--- src/design/pwm_ctrl_pkg.sv ---
// Package for the PWM controller register block.
// Holds the bus word types, register offsets, size and op codes and bit constants.
// No dependencies.
`default_nettype none

package pwm_ctrl_pkg;

  // Aperture of the block in bytes
  localparam int unsigned APERTURE_BYTES = 16384;

  // Access direction codes
  localparam logic OP_READ  = 1'b0;
  localparam logic OP_WRITE = 1'b1;

  // Access size codes
  localparam logic [1:0] SIZE_BYTE = 2'd0;
  localparam logic [1:0] SIZE_HALF = 2'd1;
  localparam logic [1:0] SIZE_WORD = 2'd2;

  // Register offsets
  localparam logic [13:0] OFF_CR  = 14'h00;
  localparam logic [13:0] OFF_SR  = 14'h04;
  localparam logic [13:0] OFF_IR  = 14'h08;
  localparam logic [13:0] OFF_SAR = 14'h0C;
  localparam logic [13:0] OFF_PR  = 14'h10;
  localparam logic [13:0] OFF_CNR = 14'h14;

  // Register bits and values
  localparam int unsigned CR_EN_BIT    = 0;
  localparam int unsigned CR_SWR_BIT   = 3;
  localparam logic [31:0] CR_SWR       = 32'h0000_0008;
  localparam logic [31:0] SR_FIFO_FREE = 32'h0000_0004;
  localparam logic [31:0] PERIOD_RESET = 32'h0000_FFFF;
  localparam logic [31:0] BYTE_MASK    = 32'h0000_00FF;
  localparam logic [31:0] HALF_MASK    = 32'h0000_FFFF;

  // Sequencer states
  typedef enum logic [1:0] {
    ST_IDLE,
    ST_DIV,
    ST_EXEC,
    ST_OUT
  } state_e;

  // Input word: one bus access
  typedef struct packed {
    logic        op;
    logic [13:0] offset;
    logic [1:0]  access_size;
    logic [31:0] write_data;
  } req_t;

  // Output word: read data and error flag
  typedef struct packed {
    logic [31:0] read_data;
    logic        access_error;
  } rsp_t;

endpackage

`default_nettype wire

--- src/design/pwm_controller_register_block.sv ---
// Top level of the PWM controller register block: bus decode, registers and counter.
// Uses pwm_ctrl_pkg for word types, offsets and codes.
// The block takes one bus access word at a time and returns one response word per access.
// Most accesses go from acceptance to a valid response through capture, execute and
// present. A read of the counter, or a byte or halfword write to it, while the enable
// bit is set first advances the counter modulo period+2 (a period of 0 counts as 1)
// through a bit-serial restoring remainder unit that takes 33 steps over the 33-bit
// dividend. The input side stalls from acceptance until the response word has been taken.
`default_nettype none

module pwm_controller_register_block (
  input  wire                   clk_i,
  input  wire                   rst_ni,
  input  wire                   in_valid_i,
  output logic                  in_stall_o,
  input  wire pwm_ctrl_pkg::req_t in_data_i,
  output logic                  out_valid_o,
  input  wire                   out_stall_i,
  output pwm_ctrl_pkg::rsp_t    out_data_o
);

  pwm_ctrl_pkg::state_e state_q, state_d;

  // Registers
  logic [31:0] control_q, irq_en_q, sample_q, period_q, count_q;

  // Captured request and error flag
  pwm_ctrl_pkg::req_t req_q;
  logic               err_q;

  // Remainder unit
  logic [32:0] dvd_q, div_q, rem_q;
  logic [5:0]  step_q;
  logic [33:0] rem_sh, diff;
  logic        ge;
  logic [32:0] rem_d;

  // Response register
  pwm_ctrl_pkg::rsp_t rsp_q;

  // Accept-time decode
  logic        in_acc;
  logic [13:0] in_aligned;
  logic        in_decoded;
  logic        in_err;
  logic        in_adv;
  logic [31:0] per_eff;

  // Execute-time datapath
  logic [13:0] aligned;
  logic [1:0]  lane;
  logic [4:0]  sh;
  logic [31:0] word_rd;
  logic [31:0] base_mask;
  logic [31:0] mask;
  logic [31:0] merged;
  logic [31:0] wr_val;
  logic [31:0] rd_val;
  logic        do_write;

  assign in_acc     = in_valid_i && !in_stall_o;
  assign in_aligned = {in_data_i.offset[13:2], 2'b00};

  // Decode the six word registers
  always_comb begin
    case (in_aligned)
      pwm_ctrl_pkg::OFF_CR, pwm_ctrl_pkg::OFF_SR, pwm_ctrl_pkg::OFF_IR,
      pwm_ctrl_pkg::OFF_SAR, pwm_ctrl_pkg::OFF_PR, pwm_ctrl_pkg::OFF_CNR:
        in_decoded = 1'b1;
      default: in_decoded = 1'b0;
    endcase
  end

  // Flag bad size, range, offset or word alignment
  assign in_err = !(in_data_i.access_size inside {pwm_ctrl_pkg::SIZE_BYTE,
                                                  pwm_ctrl_pkg::SIZE_HALF,
                                                  pwm_ctrl_pkg::SIZE_WORD}) ||
                  (32'(in_data_i.offset) >= pwm_ctrl_pkg::APERTURE_BYTES) ||
                  !in_decoded ||
                  ((in_data_i.access_size == pwm_ctrl_pkg::SIZE_WORD) &&
                   (in_data_i.offset[1:0] != 2'b00));

  // When enabled, the counter advances on any valid read of it and on a narrow write (read-modify-write)
  assign in_adv = !in_err && (in_aligned == pwm_ctrl_pkg::OFF_CNR) &&
                  control_q[pwm_ctrl_pkg::CR_EN_BIT] &&
                  ((in_data_i.op == pwm_ctrl_pkg::OP_READ) ||
                   (in_data_i.access_size != pwm_ctrl_pkg::SIZE_WORD));

  assign per_eff = (period_q == 32'd0) ? 32'd1 : period_q;

  // One restoring remainder step
  assign rem_sh = {rem_q, dvd_q[32]};
  assign diff   = rem_sh - {1'b0, div_q};
  assign ge     = rem_sh >= {1'b0, div_q};
  assign rem_d  = ge ? diff[32:0] : rem_sh[32:0];

  // Execute: read the aligned word and form the merged write value
  assign aligned   = {req_q.offset[13:2], 2'b00};
  assign lane      = req_q.offset[1:0];
  assign sh        = {lane, 3'b000};
  assign base_mask = (req_q.access_size == pwm_ctrl_pkg::SIZE_BYTE) ?
                     pwm_ctrl_pkg::BYTE_MASK : pwm_ctrl_pkg::HALF_MASK;
  assign mask      = base_mask << sh;
  assign merged    = (word_rd & ~mask) | (((req_q.write_data & base_mask) << sh) & mask);
  assign wr_val    = (req_q.access_size == pwm_ctrl_pkg::SIZE_WORD) ?
                     req_q.write_data : merged;
  assign do_write  = !err_q && (req_q.op == pwm_ctrl_pkg::OP_WRITE);

  always_comb begin
    case (aligned)
      pwm_ctrl_pkg::OFF_CR:  word_rd = control_q & ~pwm_ctrl_pkg::CR_SWR;
      pwm_ctrl_pkg::OFF_SR:  word_rd = pwm_ctrl_pkg::SR_FIFO_FREE;
      pwm_ctrl_pkg::OFF_IR:  word_rd = irq_en_q;
      pwm_ctrl_pkg::OFF_SAR: word_rd = sample_q;
      pwm_ctrl_pkg::OFF_PR:  word_rd = period_q;
      pwm_ctrl_pkg::OFF_CNR: word_rd = count_q;
      default:               word_rd = 32'd0;
    endcase
  end

  // Shift the read word down to the accessed lane
  always_comb begin
    case (req_q.access_size)
      pwm_ctrl_pkg::SIZE_BYTE: rd_val = (word_rd >> sh) & pwm_ctrl_pkg::BYTE_MASK;
      pwm_ctrl_pkg::SIZE_HALF: rd_val = (word_rd >> {lane[1], 4'b0000}) &
                                        pwm_ctrl_pkg::HALF_MASK;
      default:                 rd_val = word_rd;
    endcase
  end

  // Sequencer state register
  always_ff @(posedge clk_i or negedge rst_ni) begin
    if (!rst_ni) begin
      state_q <= pwm_ctrl_pkg::ST_IDLE;
    end else begin
      state_q <= state_d;
    end
  end

  // Next state and handshake outputs
  always_comb begin
    state_d     = state_q;
    in_stall_o  = 1'b1;
    out_valid_o = 1'b0;
    case (state_q)
      pwm_ctrl_pkg::ST_IDLE: begin
        in_stall_o = 1'b0;
        if (in_valid_i) begin
          state_d = in_adv ? pwm_ctrl_pkg::ST_DIV : pwm_ctrl_pkg::ST_EXEC;
        end
      end
      pwm_ctrl_pkg::ST_DIV: begin
        if (step_q == 6'd0) begin
          state_d = pwm_ctrl_pkg::ST_EXEC;
        end
      end
      pwm_ctrl_pkg::ST_EXEC: begin
        state_d = pwm_ctrl_pkg::ST_OUT;
      end
      pwm_ctrl_pkg::ST_OUT: begin
        out_valid_o = 1'b1;
        if (!out_stall_i) begin
          state_d = pwm_ctrl_pkg::ST_IDLE;
        end
      end
      default: state_d = pwm_ctrl_pkg::ST_IDLE;
    endcase
  end

  // Register file and counter
  always_ff @(posedge clk_i or negedge rst_ni) begin
    if (!rst_ni) begin
      control_q <= 32'd0;
      irq_en_q  <= 32'd0;
      sample_q  <= 32'd0;
      period_q  <= pwm_ctrl_pkg::PERIOD_RESET;
      count_q   <= 32'd0;
    end else begin
      // Store the remainder when the last step finishes
      if ((state_q == pwm_ctrl_pkg::ST_DIV) && (step_q == 6'd0)) begin
        count_q <= rem_d[31:0];
      end
      if ((state_q == pwm_ctrl_pkg::ST_EXEC) && do_write) begin
        case (aligned)
          pwm_ctrl_pkg::OFF_CR: begin
            control_q <= wr_val & ~pwm_ctrl_pkg::CR_SWR;
            if (wr_val[pwm_ctrl_pkg::CR_SWR_BIT]) begin
              sample_q <= 32'd0;
              count_q  <= 32'd0;
            end
          end
          pwm_ctrl_pkg::OFF_IR:  irq_en_q <= wr_val;
          pwm_ctrl_pkg::OFF_SAR: sample_q <= wr_val;
          pwm_ctrl_pkg::OFF_PR:  period_q <= wr_val;
          pwm_ctrl_pkg::OFF_CNR: count_q  <= wr_val;
          default: ;
        endcase
      end
    end
  end

  // Capture the request and run the remainder unit
  always_ff @(posedge clk_i) begin
    if (in_acc) begin
      req_q  <= in_data_i;
      err_q  <= in_err;
      dvd_q  <= {1'b0, count_q} + 33'd1;
      div_q  <= {1'b0, per_eff} + 33'd2;
      rem_q  <= 33'd0;
      step_q <= 6'd32;
    end else if (state_q == pwm_ctrl_pkg::ST_DIV) begin
      rem_q  <= rem_d;
      dvd_q  <= {dvd_q[31:0], 1'b0};
      step_q <= step_q - 6'd1;
    end
  end

  // Response register: hold while waiting to be taken
  always_ff @(posedge clk_i) begin
    if (state_q == pwm_ctrl_pkg::ST_EXEC) begin
      rsp_q.access_error <= err_q;
      rsp_q.read_data    <= (!err_q && (req_q.op == pwm_ctrl_pkg::OP_READ)) ?
                            rd_val : 32'd0;
    end
  end

  assign out_data_o = rsp_q;

endmodule

`default_nettype wire
--- config.mk ---
export PLATFORM = sky130hd
export DESIGN_NAME = pwm_controller_register_block
export DESIGN_NICKNAME = d
export VERILOG_FILES = /design/src/design/pwm_ctrl_pkg.sv /design/src/design/pwm_controller_register_block.sv
export SDC_FILE = /design/constraint.sdc
export NUM_CORES = 1
export LEC_CHECK = 0
export ABC_AREA = 1
export BUFFER_PORTS_ARGS = -buffer_cell sky130_fd_sc_hd__buf_4
export CELL_PAD_IN_SITES_DETAIL_PLACEMENT = 1
export CELL_PAD_IN_SITES_GLOBAL_PLACEMENT = 1
export CORE_ASPECT_RATIO = 1.4
export CORE_MARGIN = 3
export CORE_UTILIZATION = 25
export DETAILED_ROUTE_END_ITERATION = 10
export HOLD_SLACK_MARGIN = 0.08
export PLACE_DENSITY_LB_ADDON = 0.05
export SYNTH_ARGS = -nofsm -noshare
export SYNTH_HDL_FRONTEND = slang
export SYNTH_SLANG_ARGS = --single-unit
--- constraint.sdc ---
create_clock -name clk_i -period 8.7 [get_ports clk_i]
set_input_delay 0.435 -clock clk_i [delete_from_list [all_inputs] [get_ports clk_i]]
set_output_delay 0.435 -clock clk_i [all_outputs]
set_load 0.1 [all_outputs]
==> results of run 1 <==
-- power groups by stage --
| stage | Combinational (uW) | Clock (uW) | Sequential [uW] |
|---|---|---|---|
| CTS | 3160 | 1860 | 2380 |
| global placement | 3100 | 0 | 2400 |
| global route | 3450 | 1920 | 2410 |
| detailed placement | 3130 | 0 | 2400 |
| floorplan | 1770 | 0 | 2760 |
| finish | 3080 | 1800 | 2370 |
-- worst paths after layout --
check / from / end / slack, ps / depth (start not counted)
worst max-delay path: state_q[0] / period_q[19] / 4520 / 7
worst min-delay path: out_stall_i / state_q[0] / 310 / 4
worst max register to register: state_q[0] / period_q[19] / 4520 / 7
worst min register to register: rem_q[32] / rem_q[32] / 470 / 2
max in group asynchronous: rst_ni / count_q[30] / 6260 / 4
min in group asynchronous: rst_ni / sample_q[9] / 320 / 2
-- cells by family (layout without fill, tap and decap cells) --
| group | Yosys count | in the layout | share of synthesized area |
|---|---|---|---|
| adder cells (fa/ha/maj) | 43 | 43 | 0.0265 |
| buffers and inverters | 399 | 538 | 0.0792 |
| AO/OA/AOI/OAI | 257 | 257 | 0.0709 |
| AND/OR/NAND/NOR | 1678 | 1678 | 0.345 |
| XOR/XNOR | 59 | 59 | 0.0251 |
| flip-flops | 349 | 349 | 0.453 |
-- state kept, by name, summed over array words and instances (netlist names), 2 cells and up --
name,count
req_q,35
div_q,33
dvd_q,33
out_data_o,33
rem_q,33
count_q,32
irq_en_q,32
period_q,32
sample_q,32
control_q,31
aligned,12
step_q,6
lane,2
state_q,2
-- per-stage QoR --
stage,cells,area [sq um],total power (uW)
floorplan,2785,20600,4520
global placement,3864,22300,5500
detailed placement,3864,22300,5530
CTS,3986,24100,7390
global route,3986,24100,7780
finish,3986,24100,7250
-- area by class of cell --
class                      count  area share
inverter                     303      0.0474
clock buffer                  60      0.0489
sequential                   349       0.386
clock inverter                12     0.00649
multi-input combinational   2037       0.400
tap                         1062      0.0551
timing repair buffer         163      0.0561
-- per-layer routing --
metal / vias up / GRT usage / part of all wire / wire, um
met4: 0 / 0.0695 / 0.036 / 3140
met5: - / 0 / 0 / 0
met1: 9083 / 0.229 / 0.40 / 34600
li1: 9134 / - / - / -
met2: 250 / 0.392 / 0.55 / 47600
met3: 106 / 0.0199 / 0.021 / 1790
-- tightest hold or removal path, cell delays in order --
cell and delay [ps]:
buf_4 80, a22o_1 130, nor2_1 60, o21ai_0 130
-- layout by cell type, fill, tap and decap left out, types with 36 or more instances in the layout --
master	Yosys	routed
dlygate4sd3_1	0	50
xor2_1	50	50
nand3_1	211	211
nand2_1	1102	1101
buf_4	7	112
inv_1	288	287
dfxtp_1	39	39
dfrtp_1	145	145
ha_1	42	40
edfxtp_1	149	149
o21ai_0	95	95
a31oi_1	41	41
a21oi_1	71	71
nor2_1	203	203
clkbuf_16	0	43
nor3_1	37	36
==> impl_metrics.sql, run 1 <==
INSERT INTO impl_metrics (metric_group, metric, value, unit) VALUES
('routing', 'num_vias', '18573', ''),
('power_and_ir_drop', 'comb_power_share', '0.425', ''),
('synth', 'synth_flop_cell', 'edfxtp_1', ''),
('outcome', 'status', 'complete, no violations', ''),
('critical_path', 'crit_path_frequent_cell', 'inv_1', ''),
('place', 'hpwlAfterDp', '68.3', 'mm'),
('power_and_ir_drop', 'power.share.clock', '0.248', ''),
('synth', 'synth_seq_area_share', '0.453', ''),
('routing', 'routed_wl_per_cell', '21.8', 'um'),
('synth', 'synth_cells', '2785', ''),
('synth', 'yosysTopAreaCellShare', '0.218', ''),
('sta', 'worst_slew_pin_slew', '1120', 'ps'),
('clocking', 'cts_buffer_depth', '3', ''),
('power_and_ir_drop', 'share_seq_of_total_power', '0.327', ''),
('die', 'start_util', '0.254', ''),
('synth', 'synth-edff-count', '149', ''),
('sta', 'hold_violation_count_in_the_final_report', '0', ''),
('place', 'gp_congestion', '0.925', ''),
('critical_path', 'critical-path-slowest-cell', 'inv_1', ''),
('place', 'post_place_setup_slack', '4370', 'ps'),
('cells_and_area', 'post-route-util', '0.298', ''),
('critical_path', 'timing.critical_path.arrival', '4570', 'ps'),
('power_and_ir_drop', 'net_switching', '3260', 'uW'),
('clocking', 'cts_post_setup_buffers_inserted', '0', ''),
('cells_and_area', 'area.growth.synth_to_final', '17.3', '%'),
('clocking', 'cts.htree.levels', '2', ''),
('clocking', 'hold_buffers', '50', ''),
('synth', 'most_frequent_cell_after_synthesis', 'nand2_1', ''),
('die', 'core_area', '0.0810', 'sq mm'),
('synth', 'synth.avg_cell_area', '7.38', 'sq um'),
('clocking', 'clk_root_buffer_cell', 'clkbuf_16', ''),
('cells_and_area', 'finalNetCount', '2990', ''),
('cells_and_area', 'num-fill-cells', '9918', ''),
('cells_and_area', 'drive_above_1_share', '0.0978', ''),
('routing', 'drcViolationCount', '0', ''),
('clocking', 'clk-insertion-delay-late', '580', 'ps'),
('global_routing', 'grt.overflow.total', '0', ''),
('critical_path', 'delay_of_the_slowest_cell_on_the_worst_path', '1090', 'ps'),
('sta', 'post-route-period-util', '0.480', ''),
('run', 'max_cap_violations', '0', ''),
('sta', 'final_max_slew_viol_count', '0', ''),
('critical_path', 'worst-setup-path-type', 'flip-flop to flip-flop', ''),
('clocking', 'post_cts_resized', '0', ''),
('clocking', 'tritoncts', 'built', ''),
('synth', 'synthTopCellsByArea', 'edfxtp_1 22%, nand2_1 20%, dfrtp_1 18%', ''),
('die', 'floorplan.die.width', '248', 'um'),
('synth', 'netlist.top_cell.by_area', 'edfxtp_1', ''),
('die', 'io_pins', '88', ''),
('routing', 'route.antenna.remaining_nets', '0', ''),
('critical_path', 'path_max_fanout', '34', ''),
('min_path', 'hold_path_class', 'primary input to flip-flop', ''),
('die', 'chipHeight', '345', 'um'),
('global_routing', 'largest_net_degree_at_the_start_of_global_routing', '71', ''),
('power_and_ir_drop', 'power.ir.vdd_worst', '218', 'uV'),
('synth', 'yosys_warns', '0', ''),
('routing', 'aggregate_routed_wire_length', '87.0', 'mm'),
('routing', 'detail_route.vias_per_cell', '4.66', ''),
('global_routing', 'gr-usage-all-layers', '0.203', ''),
('die', 'rows', '123', ''),
('cells_and_area', 'multi_input_area', '0.00964', 'sq mm'),
('power_and_ir_drop', 'power.internal', '3990', 'uW'),
('power_and_ir_drop', 'static-leakage-power', '0.0115', 'uW'),
('synth', 'syn_nets', '2881', ''),
('clocking', 'clk_sink_count', '349', ''),
('routing', 'first_iter_violations', '784', ''),
('sta', 'setup_viol', '0', ''),
('sta', 'final_period_minus_worst_setup_slack', '4180', 'ps'),
('sta', 'rsz0062_at_grt', 'no', ''),
('sta', 'worst_setup_skew_after_layout', '22.1', 'ps'),
('global_routing', 'antenna_found_initial', '0', ''),
('synth', 'ys_ff_latch', '349', '');
Note: power is estimated with default switching activity, not from simulation.
==> run 2, diff against run 1 <==
Clock period 8.7 ns to 3.54 ns, I/O delays scaled along.
==> run 2 against run 1 <==
Against the previous run:
- sequential share of layout area is 0.45 points lower
- final cell count up 1.1%
- global-route usage grew 0.67 points
- sequential power grew 150%
- worst hold slack got worse by 41 ps
- non-clock buffer count grew 45
- critical endpoint is now count_q[25]
- largest cell class unchanged
- highest routed layer unchanged
==> impl_metrics.sql, run 2 (synthesized netlist as in run 1, its figures left out) <==
INSERT INTO impl_metrics (metric_group, metric, value, unit) VALUES
('run', 'max_cap_violations', '0', ''),
('global_routing', 'gr-usage-all-layers', '0.210', ''),
('die', 'rows', '123', ''),
('power_and_ir_drop', 'power.density', '727', 'mW/mm^2'),
('routing', 'num_vias', '18929', ''),
('global_routing', 'first_global_vias', '20450', ''),
('sta', 'worst_slew_pin_slew', '1030', 'ps'),
('clocking', 'clk_root_buffer_cell', 'clkbuf_16', ''),
('routing', 'drt_pass1_iterations', '5', ''),
('global_routing', 'antenna_found_initial', '0', ''),
('die', 'chipHeight', '345', 'um'),
('die', 'floorplan.die.width', '248', 'um'),
('min_path', 'hold_path_class', 'primary input to async pin', ''),
('power_and_ir_drop', 'static-leakage-power', '0.0117', 'uW'),
('clocking', 'cts_bufs_inserted', '40', ''),
('routing', 'route.antenna.remaining_nets', '0', ''),
('clocking', 'clk-insertion-delay-late', '570', 'ps'),
('critical_path', 'start_kind', 'flip-flop', ''),
('sta', 'worst_setup_skew_after_layout', '19.3', 'ps'),
('sta', 'hold_violation_count_in_the_final_report', '0', ''),
('routing', 'drcViolationCount', '0', ''),
('sta', 'setup_viol', '0', ''),
('sta', 'slew-limit-headroom', '0.310', ''),
('critical_path', 'delay_of_the_slowest_cell_on_the_worst_path', '460', 'ps'),
('clocking', 'clk_sink_count', '349', ''),
('place', 'gp_congestion', '0.908', ''),
('sta', 'setup_ws', '281', 'ps'),
('die', 'io_pins', '88', ''),
('place', 'hpwlAfterDp', '71.4', 'mm'),
('routing', 'routed_wl_per_cell', '22.4', 'um'),
('critical_path', 'path_max_fanout', '7', ''),
('cells_and_area', 'area.growth.synth_to_final', '18.7', '%'),
('global_routing', 'grt.overflow.total', '0', ''),
('die', 'design.die.area', '0.0857', 'sq mm'),
('critical_path', 'critical_path.endpoint_type', 'flip-flop', ''),
('sta', 'fmax', '307', 'MHz'),
('critical_path', 'crit_path_frequent_cell', 'nand2_1', ''),
('critical_path', 'required', '4040', 'ps'),
('sta', 'final.hold.worst_slack', '270', 'ps'),
('cells_and_area', 'leading_cell_types_in_the_layout_fill_and_taps_excluded', '1101 x nand2_1, 287 x inv_1, 211 x nand3_1', ''),
('power_and_ir_drop', 'power.ir.vdd_worst', '445', 'uV'),
('clocking', 'tritoncts', 'built', ''),
('global_routing', 'largest_net_degree_at_the_start_of_global_routing', '79', ''),
('critical_path', 'path_cells', 'inv_1, nand2_1, nor3_2, nand2_1, buf_4, o21ai_0, nor2_1, nand2_1, o21ai_0, nand2_1, nand2_1, nand2_1', ''),
('clocking', 'cts.htree.levels', '2', ''),
('routing', 'aggregate_routed_wire_length', '90.2', 'mm'),
('critical_path', 'timing.critical_path.arrival', '3760', 'ps'),
('cells_and_area', 'finalNetCount', '3035', ''),
('die', 'start_util', '0.254', ''),
('cells_and_area', 'max_flop_register', 'req_q', ''),
('routing', 'first_iter_violations', '772', ''),
('sta', 'final_max_slew_viol_count', '0', ''),
('outcome', 'status', 'complete, no violations', ''),
('clocking', 'cts_post_setup_buffers_inserted', '0', ''),
('cells_and_area', 'antenna_diode_instance_count', '0', ''),
('cells_and_area', 'largest_register_ff_count', '35', ''),
('cells_and_area', 'post-route-util', '0.301', ''),
('routing', 'detail_route.vias_per_cell', '4.70', ''),
('sta', 'post-route-period-util', '0.921', ''),
('place', 'post_place_setup_slack', '-130', 'ps'),
('place', 'port_buffers', '87', ''),
('sta', 'final_period_minus_worst_setup_slack', '3260', 'ps'),
('clocking', 'cts_buffer_depth', '3', ''),
('power_and_ir_drop', 'power', '17700', 'uW'),
('sta', 'rsz0062_at_grt', 'no', ''),
('critical_path', 'critical-path-slowest-cell', 'nor3_2', ''),
('clocking', 'clk_pin_slew_worst_paths', '70', 'ps'),
('cells_and_area', 'num-fill-cells', '9963', ''),
('cells_and_area', 'layout_commonest_cell', 'nand2_1', ''),
('cells_and_area', 'drive_above_1_share', '0.111', ''),
('global_routing', 'grt_pass1_wl', '134', 'mm'),
('die', 'core_area', '0.0810', 'sq mm'),
('critical_path', 'worst-setup-path-type', 'flip-flop to flip-flop', '');
run 2: final timing paths:
check                              start           end  slack, ps  depth (start not counted)
setup / recovery              aligned[5]   count_q[25]        280                         12
hold / removal                    rst_ni  control_q[1]        270                          2
setup reg to reg              aligned[5]   count_q[25]        280                         12
hold reg to reg                rem_q[32]     rem_q[32]        470                          2
max in group asynchronous         rst_ni   sample_q[3]       2290                          3
min in group clk_i         in_data_i[24]     req_q[24]        320                          2
run 2: layer usage:
layer | GRT usage | part of all wire
met5 | 0 | 0
met4 | 0.0897 | 0.048
met3 | 0.0144 | 0.018
met2 | 0.400 | 0.54
met1 | 0.237 | 0.40
run 2: worst max-delay path, delay by kind of cell, from the launching register on:
kind / cells / cell delay [ps]
buffers and inverters: 2 / 420
AND/OR/NAND/NOR: 8 / 1960
flip-flops: 1 / 390
AO/OA/AOI/OAI: 2 / 420
run 2: per-stage QoR:
stage / instances / instance area (sq um) / setup TNS [ps]
after floorplan: 2785 / 20600 / 0
after global placement: 3907 / 22600 / -520
after detailed placement: 3907 / 22600 / -560
after CTS: 4031 / 24400 / 0
after global routing: 4031 / 24400 / 0
final: 4031 / 24400 / 0
run 2: final cells by class:
class,count,area (sq um),area share
multi-input cells,2037,9640,0.395
well taps,1062,1330,0.0545
clock buffers,57,1120,0.0458
inverters,303,1140,0.0468
repair buffers,208,1730,0.0711
clock inverters,15,124,0.00508
flip-flops and latches,349,9300,0.381
run 2: power breakdown:
part	switching, uW	leakage (uW)	internal (uW)
clock network	1810	0.000610	2340
registers	596	0.00390	5260
logic	5720	0.00716	2010
total	8130	0.0117	9610
run 2: timing repair:
item	in CTS	in global routing
setup endpoints to repair	16	0
gates resized for setup	1	0
hold endpoints to repair	126	0
hold buffers	52	0
==> run 3, diff against run 2 <==
Settings changed: ABC_AREA 1 to default, PLACE_DENSITY from default to 0.58, PLACE_DENSITY_LB_ADDON 0.05 to default.
==> run 3 against run 2 <==
Against the previous run:
- wire length shrank 24%
- sequential share of layout area grew 3.3 points
- worst setup slack lost 6.3 ps
- largest cell class is now flip-flops and latches
==> impl_metrics.sql, run 3 <==
INSERT INTO impl_metrics (metric_group, metric, value, unit) VALUES
('outcome', 'status', 'complete, no violations', ''),
('clocking', 'tritoncts', 'built', ''),
('clocking', 'clk_root_buffer_cell', 'clkbuf_16', ''),
('routing', 'route.antenna.remaining_nets', '0', ''),
('sta', 'fmax', '306', 'MHz'),
('synth', 'synth_seq_area_share', '0.502', ''),
('synth', 'combinational_family_with_the_most_area_after_synthesis', 'compound AO/OA/AOI/OAI gates', ''),
('clocking', 'cts_buffer_depth', '3', ''),
('power_and_ir_drop', 'static-leakage-power', '0.00908', 'uW'),
('cells_and_area', 'area.sequential', '0.00930', 'sq mm'),
('cells_and_area', 'drive_above_1_share', '0.147', ''),
('sta', 'hold_violation_count_in_the_final_report', '0', ''),
('global_routing', 'antenna_found_initial', '0', ''),
('cells_and_area', 'largest_register_ff_count', '35', ''),
('synth', 'post_synth_most_frequent_cells', '312 x nand2_1, 230 x o21ai_0, 149 x edfxtp_1, 145 x dfrtp_1, 143 x nor2_1', ''),
('cells_and_area', 'num-fill-cells', '8285', ''),
('routing', 'routed.top_layer', 'met4', ''),
('cells_and_area', 'finalNetCount', '2183', ''),
('critical_path', 'required', '3980', 'ps'),
('clocking', 'clk-insertion-delay-late', '550', 'ps'),
('synth', 'syn_nets', '2027', ''),
('clocking', 'cts.htree.levels', '2', ''),
('synth', 'synthAdderAreaFrac', '0.0294', ''),
('routing', 'aggregate_routed_wire_length', '68.3', 'mm'),
('synth', 'synthTopCellsByArea', 'edfxtp_1 24%, dfrtp_1 20%, nand2_1 6.3%', ''),
('die', 'design.die.area', '0.0775', 'sq mm'),
('sta', 'setup_tns', '0', 'ps'),
('synth', 'yosys_warns', '0', ''),
('synth', 'most_frequent_cell_after_synthesis', 'nand2_1', ''),
('synth', 'yosys.area_share.simple', '0.159', ''),
('cells_and_area', 'post-route-util', '0.308', ''),
('routing', 'detailroute.wirelength.met3', '1.89', 'mm'),
('die', 'floorplan.die.width', '236', 'um'),
('sta', 'worst_slew_pin_slew', '1360', 'ps'),
('synth', 'synth-compound-area-share', '0.181', ''),
('clocking', 'cts_post_setup_buffers_inserted', '0', ''),
('synth', 'synth_cell_type_count', '81', ''),
('synth', 'ys_ff_latch', '349', ''),
('clocking', 'cts_bufs_inserted', '37', ''),
('die', 'rows', '117', ''),
('sta', 'rsz0062_at_grt', 'no', ''),
('clocking', 'clk_pin_slew_worst_paths', '60', 'ps'),
('die', 'core_area', '0.0730', 'sq mm'),
('routing', 'first_iter_violations', '848', ''),
('sta', 'setup_viol', '0', ''),
('global_routing', 'first_global_vias', '16637', ''),
('place', 'hpwlAfterDp', '52.2', 'mm'),
('power_and_ir_drop', 'power.ir.vdd_worst', '353', 'uV'),
('sta', 'final_period_minus_worst_setup_slack', '3260', 'ps'),
('sta', 'post-route-period-util', '0.922', ''),
('global_routing', 'largest_net_degree_at_the_start_of_global_routing', '101', ''),
('cells_and_area', 'leading_cell_types_in_the_layout_fill_and_taps_excluded', '311 x nand2_1, 230 x o21ai_0, 182 x buf_4', ''),
('cells_and_area', 'area.growth.synth_to_final', '21.2', '%'),
('die', 'start_util', '0.254', ''),
('critical_path', 'worst-setup-path-type', 'flip-flop to flip-flop', ''),
('routing', 'routed_wl_per_cell', '22.2', 'um'),
('die', 'chipHeight', '328', 'um'),
('sta', 'slew-limit-headroom', '0.0811', ''),
('routing', 'drcViolationCount', '0', ''),
('routing', 'detail_route.vias_per_cell', '4.98', ''),
('place', 'port_buffers', '87', ''),
('critical_path', 'timing.critical_path.arrival', '3710', 'ps'),
('synth', 'post_synth_instance_area', '0.0185', 'sq mm'),
('critical_path', 'critical_path.endpoint_type', 'flip-flop', ''),
('routing', 'num_vias', '15289', ''),
('cells_and_area', 'max_flop_register', 'req_q', ''),
('critical_path', 'start_kind', 'flip-flop', ''),
('synth', 'netlist.top_cell.by_area', 'edfxtp_1', ''),
('run', 'max_cap_violations', '0', ''),
('critical_path', 'path_max_fanout', '20', ''),
('synth', 'synthXorXnorAreaFrac', '0.0430', ''),
('sta', 'worst_setup_skew_after_layout', '33.5', 'ps'),
('synth', 'synthMuxAreaShare', '0.0455', ''),
('synth', 'yosysTopAreaCellShare', '0.241', ''),
('global_routing', 'grt_pass1_wl', '105', 'mm'),
('routing', 'drt_pass1_iterations', '5', ''),
('die', 'io_pins', '88', ''),
('global_routing', 'gr-usage-all-layers', '0.175', ''),
('place', 'gp_congestion', '0.964', ''),
('routing', 'm1WireLength', '26.4', 'mm'),
('synth', 'ys_async_sr_fraction', '0.461', ''),
('clocking', 'clk_sink_count', '349', ''),
('synth', 'synth_flop_cell', 'edfxtp_1', ''),
('cells_and_area', 'multi_input_area', '0.00853', 'sq mm'),
('routing', 'wl_met2', '36.5', 'mm'),
('power_and_ir_drop', 'power.density', '368', 'mW/mm^2'),
('synth', 'synth-edff-count', '149', ''),
('synth', 'synth_cells', '1931', ''),
('min_path', 'hold_path_class', 'primary input to flip-flop', ''),
('sta', 'final_max_slew_viol_count', '0', ''),
('cells_and_area', 'layout_commonest_cell', 'nand2_1', ''),
('synth', 'synth.avg_cell_area', '9.60', 'sq um'),
('global_routing', 'grt.overflow.total', '0', '');
## run 3: cell count changes after synthesis, sizes merged, moves of 20 or more
cell    delta
clkbuf    +33
inv      -250
and3      +20
o21ai    +117
nor3      -21
a31oi     -32
a221oi    +20
xnor2     +47
nand3    -174
nand2    -812
o22ai     +32
a21o      +20
nor2      -89
mux2i     +64
## run 3: power breakdown
part           switching (uW)  internal [uW]  leakage [uW]  total, uW
sequential                  0           4200       0.00396       4200
combinational            63.7           76.1       0.00453        140
clock                    1660           2270      0.000586       3920
## run 3: worst paths after layout
check,slack (ps),endpoint,start,cells after the start
max in group asynchronous,2220,count_q[28],rst_ni,3
min in group asynchronous,190,sample_q[5],rst_ni,2
worst min-delay path,150,step_q[5],in_valid_i,3
worst max-delay path,280,period_q[8],aligned[11],11
worst min register to register,480,irq_en_q[18],irq_en_q[18],2
worst max register to register,280,period_q[8],aligned[11],11
## run 3: critical path, stage by stage (launching register included)
cell       delay [ps]
edfxtp_1          370
nor3_1            420
nand3_4           110
buf_4             200
nor4_4            430
buf_12            230
o2bb2ai_1         140
a221o_1           330
o21ai_0           130
nand2_1            90
o21ai_0           370
o21ai_0           320
## run 3: metrics by stage
stage / hold slack (ps) / area (sq um) / worst slack, ps / cells / total power, uW
finish: 148 / 22500 / 275 / 3069 / 8260
global placement: 215 / 20700 / 224 / 2949 / 4380
floorplan: -119 / 18500 / 531 / 1931 / 4280
CTS: 136 / 22500 / 203 / 3068 / 8360
detailed placement: 224 / 20700 / 215 / 2949 / 4380
global route: 187 / 22500 / 49.2 / 3068 / 8540
## run 3: layout make-up
| type | instances | share of cell area |
|---|---|---|
| diodes | 1 | 0.000111 |
| clock buffers | 61 | 0.0504 |
| clock inverters | 7 | 0.00295 |
| inverters | 52 | 0.00880 |
| multi-input cells | 1405 | 0.380 |
| flip-flops and latches | 349 | 0.414 |
| well taps | 952 | 0.0530 |
| repair buffers | 242 | 0.0911 |
## run 3: routing by layer
layer	GRT usage	vias up
met5	0	-
met4	0.0817	0
met3	0.0197	120
met2	0.331	290
met1	0.193	7627
li1	-	7252
## run 3: cell families after synthesis
kind of cell	after synthesis
XOR/XNOR	91
adder cells (fa/ha/maj)	43
AO/OA/AOI/OAI	534
buffers and inverters	177
AND/OR/NAND/NOR	655
multiplexers	82
flip-flops	349
## run 3: what timing repair did
action                     4_1_cts  5_1_grt
hold buffers                    51        0
hold endpoints to repair       112        0
setup endpoints to repair        0        4
resized for setup                0        3
